===== src/rtl/escu_pkg.sv =====
// Shared types, constants and arithmetic helpers for the environmental sensor
// compensation unit. Depends on nothing; every other file but escu_ifs uses it.
`default_nettype none

package escu_pkg;

	// Configuration register map (index = paddr[5:3]).
	typedef enum logic [2:0] {
		REG_TEMP      = 3'd0,
		REG_PRESS_LO  = 3'd1,
		REG_PRESS_HI  = 3'd2,
		REG_PRESS_HUM = 3'd3,
		REG_HUM       = 3'd4
	} escu_reg_t;

	localparam int unsigned APB_AW = 6;
	localparam int unsigned APB_DW = 64;

	localparam logic [31:0] C_PRESS_OFS  = 32'd64000;
	localparam logic [31:0] C_PRESS_BASE = 32'd1048576;
	localparam logic [31:0] C_PRESS_MUL  = 32'd3125;
	localparam logic [31:0] C_HUM_OFS    = 32'd76800;
	localparam logic [31:0] C_HUM_BIAS   = 32'd2097152;
	localparam logic [31:0] C_HUM_MAX    = 32'd419430400;
	localparam logic [31:0] C_P1_BIAS    = 32'd32768;
	localparam logic [31:0] C_ROUND_T    = 32'd128;
	localparam logic [31:0] C_ROUND_HA   = 32'd16384;
	localparam logic [31:0] C_ROUND_HB   = 32'd8192;

	// Queue entry handed from the front end to the back end.
	typedef struct packed {
		logic [23:0] temp;
		logic [31:0] fine;
		logic [19:0] raw_p;
		logic [15:0] raw_h;
	} escu_entry_t;

	// Side data that rides along with the pressure divider.
	typedef struct packed {
		logic [23:0] temp;
		logic [16:0] hum;
		logic        halved;
		logic        zero;
	} escu_side_t;

	function automatic logic [31:0] asr32(input logic [31:0] x, input logic [4:0] s);
		return $unsigned($signed(x) >>> s);
	endfunction

	function automatic logic [31:0] sext16(input logic [15:0] x);
		return {{16{x[15]}}, x};
	endfunction

	function automatic logic [31:0] sext12(input logic [11:0] x);
		return {{20{x[11]}}, x};
	endfunction

	function automatic logic [31:0] sext8(input logic [7:0] x);
		return {{24{x[7]}}, x};
	endfunction

endpackage

`default_nettype wire


===== src/rtl/escu_queue.sv =====
// Short FIFO between the front end and the back end.
// Depends on escu_pkg.
`default_nettype none

module escu_queue #(
	parameter int unsigned DEPTH = 4
) (
	input  wire logic                  clk,
	input  wire logic                  arst_n,
	input  wire logic                  push,
	input  wire escu_pkg::escu_entry_t push_data,
	output logic                       full,
	input  wire logic                  pop,
	output escu_pkg::escu_entry_t      pop_data,
	output logic                       pop_valid
);

	localparam int unsigned PW = (DEPTH > 1) ? $clog2(DEPTH) : 1;
	localparam int unsigned CW = $clog2(DEPTH + 1);
	localparam logic [PW-1:0] LAST = PW'(DEPTH - 1);

	escu_pkg::escu_entry_t mem_q [DEPTH];
	logic [PW-1:0] wr_q, rd_q;
	logic [CW-1:0] cnt_q;

	assign full      = (cnt_q == CW'(DEPTH));
	assign pop_valid = (cnt_q != '0);
	assign pop_data  = mem_q[rd_q];

	always_ff @(posedge clk or negedge arst_n) begin
		if (!arst_n) begin
			wr_q  <= '0;
			rd_q  <= '0;
			cnt_q <= '0;
		end else begin
			if (push) begin
				wr_q <= (wr_q == LAST) ? '0 : wr_q + 1'b1;
			end
			if (pop) begin
				rd_q <= (rd_q == LAST) ? '0 : rd_q + 1'b1;
			end
			if (push && !pop) begin
				cnt_q <= cnt_q + 1'b1;
			end else if (pop && !push) begin
				cnt_q <= cnt_q - 1'b1;
			end
		end
	end

	always_ff @(posedge clk) begin
		if (push) begin
			mem_q[wr_q] <= push_data;
		end
	end

	a_no_overflow: assert property (@(posedge clk) disable iff (!arst_n) push |-> !full)
		else $error("queue written while full");
	a_no_underflow: assert property (@(posedge clk) disable iff (!arst_n) pop |-> pop_valid)
		else $error("queue read while empty");
	a_count_bound: assert property (@(posedge clk) disable iff (!arst_n)
		cnt_q <= CW'(DEPTH))
		else $error("queue fill count beyond depth");
	a_count_step: assert property (@(posedge clk) disable iff (!arst_n)
		(push && !pop) |=> cnt_q == $past(cnt_q) + 1'b1)
		else $error("queue fill count did not advance on a write");

endmodule

`default_nettype wire


===== config.mk =====
export PLATFORM = sky130hd
export DESIGN_NAME = escu_queue
export DESIGN_NICKNAME = d
export VERILOG_FILES = /design/src/rtl/escu_pkg.sv /design/src/rtl/escu_queue.sv
export SDC_FILE = /design/constraint.sdc
export NUM_CORES = 1
export LEC_CHECK = 0
export BUFFER_PORTS_ARGS = -buffer_cell sky130_fd_sc_hd__buf_2
export CAP_MARGIN = 10
export CORE_AREA = 2 2 191 193
export DETAILED_ROUTE_END_ITERATION = 12
export DIE_AREA = 0 0 193 195
export SLEW_MARGIN = 10
export SYNTH_ARGS = -nofsm -noshare
export SYNTH_HDL_FRONTEND = slang
export SYNTH_SLANG_ARGS = --single-unit

===== constraint.sdc =====
create_clock -name clk -period 6.5 [get_ports clk]
set_input_delay 0.65 -clock clk [delete_from_list [all_inputs] [get_ports clk]]
set_output_delay 0.65 -clock clk [all_outputs]
set_load 0.01 [all_outputs]

Word level (Yosys, flattened, before mapping)
Memory sizes are Yosys's and may differ from the RTL's.
Cells that the tools add are included.
Operators by class
  equality and inequality tests: 3
  $add $sub $neg: 4
  reductions and logical operators: 6
  multiplexer cells: 6
Operators by type and width (count)
  $mux 3: 2
  $add 2x1->2 const B: 2
  $eq 2x2->1 const B: 2
  $mux 2: 2
  $add 3x1->3 const B: 1
  $eq 3x3->1 const B: 1
  $reduce_bool 3->1: 1
  $sub 3x1->3 const B: 1
  $logic_and 1x1->1: 2
  $logic_not 1->1: 2
  $mux 1: 2
  $reduce_bool 2->1: 1
Storage, ports and cells
  flip-flop bits (word level): 7
  word-level logic and storage cells: 23
  memories kept: 1
  output and inout bits: 94
  RAM bits: 368
Memory list
  mem_q: depth 4, width 92, read ports 1, clocked after Yosys merged registers in 0, write ports 1, line escu_queue.sv:22  | escu_pkg::escu_entry_t mem_q [DEPTH];

Longest topological paths before layout
  depth after elaboration: 4
  depth in mapped cells: 7
  depth with buffers taken out: 7

Least setup slack after synthesis
No wires, ideal clock.
  kind: input to register
  start: input push
  end: memory mem_q[0][0] (netlist name) (enable)
  library setup time: 461 ps
  stages on the path: 1
  arrival: 2781 ps
  slack: 3259 ps
  cell sequence: and2_1
On the way
  word-level cells in the longest chain between the ends: 2
Ends and longest elaborated chain
  start: declaration: line escu_queue.sv:10  | input wire logic push,
  $mux 1: line escu_queue.sv:51  | if (push) begin
  $mux 1 (implied by the code): line escu_queue.sv:52  | mem_q[wr_q] <= push_data;
  end: declaration: line escu_queue.sv:22
No other way between the ends.

==> impl_results.md <==
* FF-to-FF path depth at 4
* Rel. slew slack at between 30% and 40%
* Crit path launch: rd_q[0]
* Lkg Pwr at around 5.5 nW
* Post-synth top area share at between 80 and 90%
* Power share of the combinational group at about a quarter
* Crit path cell chain: buf_12, mux4_2, buf_2
* Sequential share of power at a little under half
* Complex-gate fraction of the synthesized area at less than 1%
* Fin crit period at around 3.5 ns
* Nets at 837
* Input/output buffers at ~190
* Drt total wl at roughly 26,000 um
* Worst Path Buf+Inv at 2
* Yosys top cell by area: edfxtp_1
* Cell variety after synth at 21
* Hold Path Class: input pin to flop
* Via count at between 6,000 and 7,000
* Layout cells sized above 1 at between 40% and 50%
* Status: finished, final reports clean
* Adder-cell share of the synthesized area at less than 1%
* Worst Setup End Kind: output pin
* Initial antenna violation count at 5
* Multi-input gate area at roughly 2300 um2
* Sequential fraction of the synthesis area at 81.6%
* Async S/R FF share, synth at 1.87%
* Syn_nets at 621
* Final slew viol count at 0
* Clock Skew at 0.0180 ns
* Pwr/cell area at ~440 nW/um2
* CP peak stage delay at approximately 1.1 ns
* H-tree Lvls at 2
* IR drop worst, VDD at 0.269 mV
* Largest family of logic cells by synthesized area: multiplexers
* Top Ports at between 150 and 200
* Xor/xnor share of the synthesized area at less than 1%
* Sequential Area at 11,200 um2
* CP startpoint kind: flop
* Drc violations at 0
* Post-synthesis cell count at roughly 520
* Max Fclk at 0.282 GHz
* Post-synthesis mux area share at 15.3%
* First drt pass iteration count at 6
* Placer congestion estimate at ~0.70
* MaxCap Viol Count at 0
* Pwr Total at 0.00724 W
* Vias in the first global route at between 6,000 and 7,000
* Rows at 69
* Area Growth Syn to Fin at 18.9%
* DIE HEIGHT at ~200 um
* Setup TNS Final at 0 ns
* Drt wl/cell at between 20 and 25 um
* Fin crit share at between 50% and 60%
* Clk slew on worst S/H paths at about 0.06 ns
* Core area at about 35,000 um2
* Total gr overflow at 0
* Most frequent cell after synthesis: edfxtp_1
* Top cells by area, synth: edfxtp_1, mux4_2, dfrtp_1
* Switch Pwr at roughly 0.0021 W
* Die width at around 190 um
* Max Root-Sink Buffers at 3
* Number of vias per cell at 4.96
* Clock tree sinks at ~380
* Largest net degree at the start of global routing at 52
* Crit-path max FO at just under 50
* Hold WS at 0.327 ns
* Sw Ratio at between 20% and 30%
* CTS root buf: clkbuf_16
* Kind of critical path: flop to output pin
* Final Hold Fails at 0
* Ys Warns at 0
* CP required at approximately 6 ns
* HP Start: push_data[0]
* Crit Reg-Reg Endpoint: mem_q[2][6]
* Synthesized area at about 14,000 um2
* RSZ-0062 raised after global routing: false
* Number of setup violations in the final report at 0
* Worst path slowest cell: dfrtp_4
* CTS tree: built
* Initial cell density of the core at between 30% and 40%
* Simple-gate share of the synthesized area at 0.419%
* CTS Buf Count at 39
* Top FF cell, synth: edfxtp_1
* Gr usage total at approximately 14%
* EDFF count, synth at roughly 370
* Top cell family by delay on the critical path: flip-flops
* Hold path depth at 1
* Critical Path AT at roughly 2.9 ns
* WHS Endpoint: mem_q[3][0]
* Yosys reg bits at 375
* Die area at 37,600 um2
* Post CTS Setup Buffer Count at 0
* Dpl hpwl at between 10,000 and 15,000 um
* Clock power frac at between 20 and 30%
* Fill count at between 2,000 and 3,000
* Clk Latency, worst-skew pair at 0.53 ns
* R2r setup slk at between 4 and 5 ns
* Post-synth top cells: edfxtp_1, mux4_2, buf_2, dfrtp_1
* Worst r2r src: wr_q[0]
* First-pass GRT wire length at about 40,000 um
* Worst-margin pin slew at around 0.99 ns
* Pint at about 0.0052 W
* Avg Cell Area, Syn at ~27 um2
* Routed Antenna Nets at 0
* Initial DRC count at 235
[worst register-to-register path, stage by stage (launching register included)]
cell	delay [ns]
dfrtp_1	0.41
inv_1	0.11
ha_1	0.15
and2_4	0.61
buf_4	0.79
[state kept, by name, indices dropped and copies added (netlist names)]
register	flops
mem_q	368
rd_q	2
wr_q	2
cnt_q	3
[placed cells by master (no fill, tap or decap)]
| master | instances |
|---|---|
| clkinv_4 | 1 |
| buf_12 | 1 |
| o21ai_0 | 2 |
| clkinv_8 | 2 |
| diode_2 | 1 |
| ha_1 | 6 |
| nor2_1 | 3 |
| nor3b_1 | 1 |
| dlygate4sd3_1 | 1 |
| dfrtp_4 | 2 |
| fa_1 | 1 |
| or3_1 | 1 |
| clkbuf_1 | 6 |
| dfrtp_1 | 5 |
| edfxtp_1 | 368 |
| and2_4 | 4 |
| buf_4 | 5 |
| nand2_1 | 2 |
| mux4_2 | 92 |
| clkinv_2 | 8 |
| xnor2_1 | 1 |
| clkbuf_16 | 40 |
| inv_1 | 4 |
| clkinvlp_4 | 4 |
| mux2_2 | 3 |
| bufinv_16 | 1 |
| inv_6 | 1 |
| buf_2 | 189 |
| clkinv_1 | 7 |
| xor2_1 | 2 |
[final cells by class]
type                            instances  share of cell area [%]
Inverter                                4                  0.0919
Antenna cell                            1                  0.0153
Timing Repair Buffer                  196                    6.20
Multi-Input combinational cell        118                    14.1
Clock inverter                         24                    1.08
Clock buffer                           46                    6.26
Tap cell                              461                    3.53
Sequential cell                       375                    68.7
[power by group through the flow]
| stage | clock (W) | combinational [W] | sequential (W) |
|---|---|---|---|
| final | 0.00205 | 0.00184 | 0.00334 |
| after global routing | 0.00221 | 0.00200 | 0.00340 |
| after CTS | 0.00212 | 0.00191 | 0.00337 |
| after detailed placement | 0 | 0.00190 | 0.00342 |
| after global placement | 0 | 0.00186 | 0.00338 |
| after floorplan | 0 | 0.00141 | 0.00324 |
[logic make-up (layout without fill, tap and decap cells)]
logic type      after synthesis  in the layout
mux                          95             95
compound gates                2              2
simple gates                 11             11
other cells                   0              1
buf+inv                      25            270
xor+xnor                      3              3
flops                       375            375
fa+ha+maj                     7              7
[stage by stage]
stage | worst slack (ns) | std cells | area [um2] | utilization (%)
finish | 2.96 | 1225 | 16300 | 46.2
global route | 2.71 | 1224 | 16300 | 46.2
CTS | 2.84 | 1224 | 16300 | 46.2
detailed placement | 3.42 | 1153 | 15100 | 42.8
global placement | 3.45 | 1153 | 15100 | 42.8
floorplan | 3.26 | 518 | 13800 | -
[how the worst max path moves through the flow]
| stage | endpoint | slack, ns | cells past startpoint |
|---|---|---|---|
| final | pop_data[66] | 2.96 | 3 |
| after global placement | pop_data[11] | 3.45 | 3 |
| after floorplan | mem_q[0][0] | 3.26 | 1 |
| after global routing | pop_data[68] | 2.71 | 3 |
| after CTS | pop_data[68] | 2.84 | 3 |
| after detailed placement | pop_data[11] | 3.42 | 3 |
[routing by layer]
layer	vias up	global-route usage (%)	share of wire, %	routed length (um)
li1	2667	-	-	-
met1	3184	18.6	42	11000
met2	171	22.9	48	12500
met3	51	4.15	7.0	1820
met4	8	3.68	2.1	534
met5	-	0	0.21	55
[what timing repair did]
action / 4_1_cts / 5_1_grt
resized for setup: 0 / 0
hold buffers: 1 / 0
endpoints found under the hold margin: 7 / 0
endpoints found under the setup margin: 0 / 0
No activity file was read; power rests on OpenSTA's default activity.
