===== src/rtl/escu_pkg.sv =====
// Shared types, constants and arithmetic helpers for the environmental sensor
// compensation unit. Depends on nothing; every other file but escu_ifs uses it.
`default_nettype none

package escu_pkg;

	// Configuration register map (index = paddr[5:3]).
	typedef enum logic [2:0] {
		REG_TEMP      = 3'd0,
		REG_PRESS_LO  = 3'd1,
		REG_PRESS_HI  = 3'd2,
		REG_PRESS_HUM = 3'd3,
		REG_HUM       = 3'd4
	} escu_reg_t;

	localparam int unsigned APB_AW = 6;
	localparam int unsigned APB_DW = 64;

	localparam logic [31:0] C_PRESS_OFS  = 32'd64000;
	localparam logic [31:0] C_PRESS_BASE = 32'd1048576;
	localparam logic [31:0] C_PRESS_MUL  = 32'd3125;
	localparam logic [31:0] C_HUM_OFS    = 32'd76800;
	localparam logic [31:0] C_HUM_BIAS   = 32'd2097152;
	localparam logic [31:0] C_HUM_MAX    = 32'd419430400;
	localparam logic [31:0] C_P1_BIAS    = 32'd32768;
	localparam logic [31:0] C_ROUND_T    = 32'd128;
	localparam logic [31:0] C_ROUND_HA   = 32'd16384;
	localparam logic [31:0] C_ROUND_HB   = 32'd8192;

	// Queue entry handed from the front end to the back end.
	typedef struct packed {
		logic [23:0] temp;
		logic [31:0] fine;
		logic [19:0] raw_p;
		logic [15:0] raw_h;
	} escu_entry_t;

	// Side data that rides along with the pressure divider.
	typedef struct packed {
		logic [23:0] temp;
		logic [16:0] hum;
		logic        halved;
		logic        zero;
	} escu_side_t;

	function automatic logic [31:0] asr32(input logic [31:0] x, input logic [4:0] s);
		return $unsigned($signed(x) >>> s);
	endfunction

	function automatic logic [31:0] sext16(input logic [15:0] x);
		return {{16{x[15]}}, x};
	endfunction

	function automatic logic [31:0] sext12(input logic [11:0] x);
		return {{20{x[11]}}, x};
	endfunction

	function automatic logic [31:0] sext8(input logic [7:0] x);
		return {{24{x[7]}}, x};
	endfunction

endpackage

`default_nettype wire


===== src/rtl/escu_ifs.sv =====
// Stream interfaces for raw sample sets and compensated readings.
// Valid/ready handshake; no dependencies.
`default_nettype none

interface escu_sample_if;
	logic        valid;
	logic        ready;
	logic [19:0] raw_temperature;
	logic [19:0] raw_pressure;
	logic [15:0] raw_humidity;

	modport source(output valid, raw_temperature, raw_pressure, raw_humidity, input ready);
	modport sink(input valid, raw_temperature, raw_pressure, raw_humidity, output ready);
endinterface


`default_nettype wire


===== src/rtl/escu_front.sv =====
// Front end: accepts sample sets and computes the fine temperature in three stages.
// Depends on escu_pkg and escu_sample_if.
`default_nettype none

module escu_front (
	input  wire logic               clk,
	input  wire logic               arst_n,
	escu_sample_if.sink             samples,
	input  wire logic [47:0]        temp_coeffs,
	output escu_pkg::escu_entry_t   push_data,
	output logic                    push_valid,
	input  wire logic               push_full
);

	logic        en;
	logic        v_s1, v_s2, v_s3;
	logic [31:0] t1, t2, t3;
	logic [31:0] a_s1, b_s1;
	logic [19:0] rp_s1, rp_s2, rp_s3;
	logic [15:0] rh_s1, rh_s2, rh_s3;
	logic [31:0] v1_s2, bb_s2;
	logic [31:0] fine_s3;
	logic [31:0] tcent;

	assign t1 = {16'b0, temp_coeffs[15:0]};
	assign t2 = escu_pkg::sext16(temp_coeffs[31:16]);
	assign t3 = escu_pkg::sext16(temp_coeffs[47:32]);

	assign en            = !v_s3 || !push_full;
	assign samples.ready = en;

	always_ff @(posedge clk or negedge arst_n) begin
		if (!arst_n) begin
			v_s1 <= 1'b0;
			v_s2 <= 1'b0;
			v_s3 <= 1'b0;
		end else if (en) begin
			v_s1 <= samples.valid;
			v_s2 <= v_s1;
			v_s3 <= v_s2;
		end
	end

	always_ff @(posedge clk) begin
		if (en) begin
			a_s1    <= {15'b0, samples.raw_temperature[19:3]} - {t1[30:0], 1'b0};
			b_s1    <= {16'b0, samples.raw_temperature[19:4]} - t1;
			rp_s1   <= samples.raw_pressure;
			rh_s1   <= samples.raw_humidity;
			v1_s2   <= escu_pkg::asr32(a_s1 * t2, 5'd11);
			bb_s2   <= escu_pkg::asr32(b_s1 * b_s1, 5'd12);
			rp_s2   <= rp_s1;
			rh_s2   <= rh_s1;
			fine_s3 <= v1_s2 + escu_pkg::asr32(bb_s2 * t3, 5'd14);
			rp_s3   <= rp_s2;
			rh_s3   <= rh_s2;
		end
	end

	// Temperature in hundredths: (fine * 5 + 128) >> 8.
	assign tcent = escu_pkg::asr32({fine_s3[29:0], 2'b0} + fine_s3 + escu_pkg::C_ROUND_T, 5'd8);

	assign push_valid      = v_s3;
	assign push_data.temp  = tcent[23:0];
	assign push_data.fine  = fine_s3;
	assign push_data.raw_p = rp_s3;
	assign push_data.raw_h = rh_s3;

endmodule

`default_nettype wire


===== src/flat_wrapper.sv =====
// flat-port wrapper written by rule: the top's interface ports become plain ports
module escu_front_flat 
  (clk, arst_n, temp_coeffs, push_data, push_valid, push_full, samples_valid, samples_raw_temperature, samples_raw_pressure, samples_raw_humidity, samples_ready);
  escu_sample_if samples_i ();
  input  wire logic clk;
  input  wire logic arst_n;
  input  wire logic [47:0] temp_coeffs;
  output escu_pkg::escu_entry_t push_data;
  output logic push_valid;
  input  wire logic push_full;
  input wire logic [$bits(samples_i.valid)-1:0] samples_valid;
  input wire logic [$bits(samples_i.raw_temperature)-1:0] samples_raw_temperature;
  input wire logic [$bits(samples_i.raw_pressure)-1:0] samples_raw_pressure;
  input wire logic [$bits(samples_i.raw_humidity)-1:0] samples_raw_humidity;
  output wire logic [$bits(samples_i.ready)-1:0] samples_ready;
  assign samples_i.valid = samples_valid;
  assign samples_i.raw_temperature = samples_raw_temperature;
  assign samples_i.raw_pressure = samples_raw_pressure;
  assign samples_i.raw_humidity = samples_raw_humidity;
  assign samples_ready = samples_i.ready;
  escu_front u_core (.clk(clk), .arst_n(arst_n), .samples(samples_i), .temp_coeffs(temp_coeffs), .push_data(push_data), .push_valid(push_valid), .push_full(push_full));
endmodule

===== config.mk =====
export PLATFORM = sky130hd
export DESIGN_NAME = escu_front_flat
export DESIGN_NICKNAME = d
export VERILOG_FILES = /design/src/rtl/escu_pkg.sv /design/src/rtl/escu_ifs.sv /design/src/rtl/escu_front.sv /design/src/flat_wrapper.sv
export SDC_FILE = /design/constraint.sdc
export NUM_CORES = 2
export LEC_CHECK = 0
export BUFFER_PORTS_ARGS = -buffer_cell sky130_fd_sc_hd__buf_2
export CORE_ASPECT_RATIO = 1.75
export CORE_UTILIZATION = 60
export CTS_BUF_LIST = sky130_fd_sc_hd__clkbuf_8
export DETAILED_ROUTE_END_ITERATION = 8
export PLACE_DENSITY = 0.88
export SETUP_SLACK_MARGIN = 0.5
export SLEW_MARGIN = 5
export SYNTH_ARGS = -nofsm -noshare
export SYNTH_HDL_FRONTEND = slang
export SYNTH_SLANG_ARGS = --single-unit

===== constraint.sdc =====
create_clock -name clk -period 20.6 [get_ports clk]
set_clock_uncertainty 0.15 [all_clocks]
set_input_delay 4.12 -clock clk [delete_from_list [all_inputs] [get_ports clk]]
set_output_delay 4.12 -clock clk [all_outputs]
set_load 0.05 [all_outputs]

# Word-level counts from Yosys, hierarchy flattened

Index checks and enable logic that the tools add are counted.

Flip-flop bits (word level): 248
Word-level logic and storage cells: 25
Input port bits: 108
Output and inout port bits: 94

$mul: 3
Add/subtract/negate cells: 5
Reduce and logical (&&, ||, !) cells: 3

Operators with widths:

| cell                    | number |
|---|---|
| $add A32 B32 Y32        | 1 |
| $add A32 B8 Y32 const B | 1 |
| $mul A20 B16 Y32        | 1 |
| $mul A32 B16 Y32        | 1 |
| $mul A32 B32 Y32        | 1 |
| $add A21 B18 Y22        | 1 |
| $sub A17 B17 Y18        | 1 |
| $sub A16 B16 Y17        | 1 |
| $logic_not A1 Y1        | 2 |
| $logic_or A1 B1 Y1      | 1 |

# Longest topological paths before layout

Depth after elaboration: 2
Depth in mapped cells: 33
Depth with buffers taken out: 32

# Least setup slack after synthesis

OpenSTA, ideal clock, no wires.

Path type: input -> output
Start point: in push_full
End point: out samples_ready
Stages: 1
Buffers on the path: 0
Required time: 16.330 ns
Path slack: 7.869 ns
Arrival: 8.461 ns
Cells stage by stage: nand2_1

Word-level cells in the longest chain between the ends: 2

RTL lines:

| element            | line               | RTL |
|---|---|---|
| from (decl)        | flat_wrapper.sv:10 | `input wire logic push_full;` |
| $logic_not A1 Y1   | escu_front.sv:29   | `assign en = !v_s3 \|\| !push_full;` |
| $logic_or A1 B1 Y1 | escu_front.sv:29   |  |
| to (decl)          | flat_wrapper.sv:15 | `output wire logic [$bits(samples_i.ready)-1:0] samples_ready;` |

No other way between the ends.

# Worst setup path in the final report

Start point: in temp_coeffs[34]
End point: reg u_core.fine_s3[20], data pin

Word-level cells in the longest chain between the ends: 2

RTL lines:

| element              | line              | RTL |
|---|---|---|
| from (decl)          | flat_wrapper.sv:7 | `input wire logic [47:0] temp_coeffs;` |
| $mul A20 B16 Y32     | escu_front.sv:54  | `fine_s3 <= v1_s2 + escu_pkg::asr32(bb_s2 * t3, 5'd14);` |
| $add A21 B18 Y22     | escu_front.sv:54  |  |
| to (signal assigned) | escu_front.sv:54  |  |
| to (decl)            | escu_front.sv:22  | `logic [31:0] fine_s3;` |

No other way between the ends.
A chain may end at the register's enable or synchronous reset.

==> results <==
- The max-slew violation count is 0.
- Of the total synthesized cell area, the portion taken by full adders, half adders and majority gates is 0.553.
- The type of the worst min-delay path is reg2reg.
- Ranked by instance count, the synthesized netlist is headed by sky130_fd_sc_hd__inv_1 (1,061), sky130_fd_sc_hd__fa_1 (873), sky130_fd_sc_hd__nand2_1 (449).
- STA classifies the critical path startpoint as an input port.
- The final number of hold-violating endpoints is 0.
- After detailed routing, no signal wire sits above met5.
- The worst register-to-register path has a depth of 29.
- The worst reg2reg path endpoint is u_core.fine_s3[20].
- At the later pin of the worst-skew pair, clock insertion delay measures approximately 0.57 ns.
- The weighted congestion reported at the end of routability-driven placement is 0.900.
- In the final timing run, aggregate negative setup slack is 0 ns.
- At the pin with the least slew margin, the transition time is 1.14 ns.
- In the final routed layout, each cell accounts on average for 18.4 µm.
- In this run, post-CTS repair resized a total of 0 instances.
- The share of synthesized cell area in and, or, nand and nor gates is 0.113.
- The layout has between 4,000 and 5,000 filler cells.
- The launch instance of the worst min-delay path is u_core.rp_s2[11].
- The region available for standard cell placement spans roughly 0.065 mm².
- The share of flip-flops with an asynchronous set or reset is 0.0156.
- The area added between synthesis and finish is 5.30%.
- Of the available clock period, the critical path in the final layout requires 0.591.
- Summed over all nets, wire length on met3 after detailed routing comes to 4830 µm.
- The overflow left after global routing is 0.
- The flow ran to the end, and the final reports show no timing, DRC or antenna violations.
- Of the total synthesized cell area, the portion taken by XOR and XNOR cells is 0.0357.
- The largest family of logic cells by synthesized area is adder cells.
- The number of levels the H-tree was split into is 4.
- The worst hold path cell count is 0.
- The count of flip-flops with a built-in enable after synthesis is between 150 and 200.
- For this design, the slowest cell found on the critical path is sky130_fd_sc_hd__fa_1.
- The number of different library cells used by synthesis comes to 65.
- Buffers inserted during clock tree synthesis total 17.
- The largest net degree at the start of global routing is ~150.
- The synthesized-area fraction occupied by ao, oa, aoi and oai cells was 0.0389.
- For this run, the leading register cell type out of synthesis is sky130_fd_sc_hd__edfxtp_1.
- The net count after synthesis is around 5,300.
- The floorplan has approximately 120 rows.
- After the first detailed-routing iteration, the DRC count stood at 1,735.
- The number of antenna violations at the first check in global routing is 4.
- The worst endpoint required time is 20.75 ns.
- The startpoint of the lowest-slack register-to-register path is u_core.bb_s2[8].
- The number of global-route vias before repair came to ~31,000.
- In this run the vertical extent of the chip is ~340 µm.
- The largest buffer count on any clock path is 2.
- Setup violations remaining at the end of the flow were counted as 0.
- The largest fanout of any net on the critical path is 20.
- The minimum setup slack among reg-to-reg paths is 11.42 ns.
- The largest area contributor in the netlist is sky130_fd_sc_hd__fa_1.
- Of the synthesized area, sequential elements account for 0.145.
- The portion of synthesized area spent on multiplexers is 0.000566.
- In this run the tool buffered the top-level ports with between 150 and 200 buffer cells.
- The number of antenna-violating nets in the routed design is 0.
- After the last flow step, the layout net total stands at approximately 5,400.
- The critical path data arrival time is between 10 and 15 ns.
- TritonCTS built the clock tree.
- The share of cells above drive strength 1 is 0.0676.
- The first global-routing pass estimated approximately 150,000 µm of wire.
- The post-synthesis cell count is roughly 4,000.
- The first TritonRoute pass finished after 8 iterations.
- The area of the die is ~0.067 mm².
- The max-cap check violation count is 0.
- In this run the cell area of the synthesized design comes to 0.0398 mm².
- By startpoint and endpoint, the worst setup path is classified as in2reg.
- The count of yosys warnings during synthesis is 0.
- Headroom to the max-slew limit came out at 0.232.
- The maximum cell stage delay along the critical path is about 0.55 ns.
- The number of setup buffers added after CTS is 0.
- The via-per-instance ratio is between 5 and 6.
- By area the synthesized netlist is led by sky130_fd_sc_hd__fa_1 (44%), sky130_fd_sc_hd__edfxtp_1 (14%), sky130_fd_sc_hd__ha_1 (11%).
- The I/O pin total is between 200 and 250.
- After detailed routing, the number of remaining DRC violations is 0.
- The floorplan die width is between 150 and 200 µm.
- sky130_fd_sc_hd__inv_1 is the most common cell in the netlist.
- The routed length on met1 is ~29,000 µm.
- The clock transition time at the flip-flop clock pins of the worst setup and hold paths is approximately 0.11 ns.
- In the global route stage, overall resource usage came out at 0.290.
- The worst hold path terminates at u_core.rp_s3[11].
- The cell that appears most often on the critical path is sky130_fd_sc_hd__fa_1.
- The total via count in the routed design is ~27,000.
- The maximum operating frequency is 82.1 MHz.
- The category of the worst setup path capture point is a flop.
- The wire length on met2 is 48,500 µm.
- The tree is rooted in a sky130_fd_sc_hd__clkbuf_8.
- The worst path needs 12.18 ns of the cycle, external delays included.
- The routed design has 90,900 µm of wire.
- The initial core utilization is 0.607.
- Setup repair after global routing left no endpoint under its margin.
- The hold buffer count at cts is 0.
- Summed over all nets, the half-perimeter wirelength after detailed placement is 74,400 µm.
- The number of clock sinks seen by CTS is around 190.
- The share of the synthesized area in the top cell type is 0.439.
- After synthesis, the mean cell area works out to between 10 and 15 µm².
- After synthesis the netlist holds a flip-flop and latch count of roughly 190.
flip-flops by register name (all words and copies together) (netlist names):
| name | flops |
|---|---|
| u_core.fine_s3 | 22 |
| u_core.v1_s2 | 21 |
| u_core.bb_s2 | 20 |
| u_core.rp_s1 | 20 |
| u_core.rp_s2 | 20 |
| u_core.rp_s3 | 20 |
| u_core.b_s1 | 17 |
| u_core.rh_s1 | 16 |
| u_core.rh_s2 | 16 |
| u_core.rh_s3 | 16 |
| u_core.a_s1 | 1 |
| u_core.push_valid | 1 |
| u_core.v_s1 | 1 |
| u_core.v_s2 | 1 |
cells in the final DEF, fill, tap and decap left out, types with 4 or more instances in the layout:
master                     count
sky130_fd_sc_hd__a211oi_1      8
sky130_fd_sc_hd__a21boi_0      4
sky130_fd_sc_hd__a21o_1       26
sky130_fd_sc_hd__a21oi_1      66
sky130_fd_sc_hd__a31oi_1       8
sky130_fd_sc_hd__and2_1      292
sky130_fd_sc_hd__and3_1       12
sky130_fd_sc_hd__buf_2       198
sky130_fd_sc_hd__buf_4        19
sky130_fd_sc_hd__clkbuf_8     17
sky130_fd_sc_hd__clkinv_8      4
sky130_fd_sc_hd__edfxtp_1    189
sky130_fd_sc_hd__fa_1        873
sky130_fd_sc_hd__ha_1        360
sky130_fd_sc_hd__inv_1      1062
sky130_fd_sc_hd__inv_8         5
sky130_fd_sc_hd__nand2_1     448
sky130_fd_sc_hd__nand2b_1     27
sky130_fd_sc_hd__nand3_1      18
sky130_fd_sc_hd__nand4_1       4
sky130_fd_sc_hd__nor2_1       91
sky130_fd_sc_hd__nor2b_1      15
sky130_fd_sc_hd__nor3_1       16
sky130_fd_sc_hd__o211ai_1      7
sky130_fd_sc_hd__o21a_1       21
sky130_fd_sc_hd__o21ai_0      28
sky130_fd_sc_hd__o21ai_1       5
sky130_fd_sc_hd__o21bai_1      6
sky130_fd_sc_hd__o31a_1        4
sky130_fd_sc_hd__or2_2         5
sky130_fd_sc_hd__or3_1         5
sky130_fd_sc_hd__xnor2_1     125
sky130_fd_sc_hd__xor2_1       37
stage by stage:
stage | instance area (µm²) | hold slack [ns] | setup slack (ns) | std cells | util
final | 41900 | 0.271 | 8.42 | 4951 | 0.640
after global routing | 41900 | 0.279 | 8.08 | 4950 | 0.640
after CTS | 41900 | 0.273 | 8.55 | 4949 | 0.640
after detailed placement | 41500 | 0.255 | 7.97 | 4917 | 0.633
after global placement | 41500 | 0.250 | 8.19 | 4917 | 0.633
after floorplan | 39800 | 0.250 | 7.87 | 3956 | -
critical path: cells and delay by family:
family,cells,cell delay [ns]
AOI/OAI and AO/OA,14,3.30
xor gates and xnor gates,1,0.15
adders and majority gates,8,3.67
buffers and inverters,4,0.50
and+or+nand+nor,2,0.58
worst max-delay path by stage:
stage,startpoint,to,slack (ns),cells after the start
2_1_floorplan,push_full,samples_ready,7.87,1
3_3_place_gp,temp_coeffs[33],u_core.fine_s3[20],8.19,29
3_5_place_dp,temp_coeffs[34],u_core.fine_s3[20],7.97,29
4_1_cts,temp_coeffs[34],u_core.fine_s3[20],8.55,29
5_1_grt,temp_coeffs[33],u_core.fine_s3[20],8.08,29
6_report,temp_coeffs[34],u_core.fine_s3[20],8.42,29
cells by family (layout without fill, tap and decap cells):
kind of cell / after synthesis / in the layout
muxes: 2 / 2
buffers and inverters: 1200 / 1311
xor gates and xnor gates: 162 / 162
adders and majority gates: 1233 / 1233
and+or+nand+nor: 941 / 941
other: 0 / 2
AOI/OAI and AO/OA: 226 / 226
DFF: 192 / 192
cell type report:
class,instances,area [µm²],share of cell area
Clock buffer,17,234,0.00559
Timing Repair Buffer,218,1150,0.0275
Multi-Input combinational cell,2564,29500,0.704
Clock inverter,15,168,0.00400
Sequential cell,192,5750,0.137
Tap cell,882,1100,0.0264
Antenna cell,2,5.00,0.000120
Inverter,1061,3980,0.0951
layer usage:
metal | track usage | vias up
li1 | - | 11800
met1 | 0.299 | 13800
met2 | 0.518 | 1170
met3 | 0.0416 | 466
met4 | 0.245 | 6
met5 | 0 | -
Power is left out: the tool's default activity adds up to more than one toggle a clock period on the data nets, which glitch-free logic cannot reach.
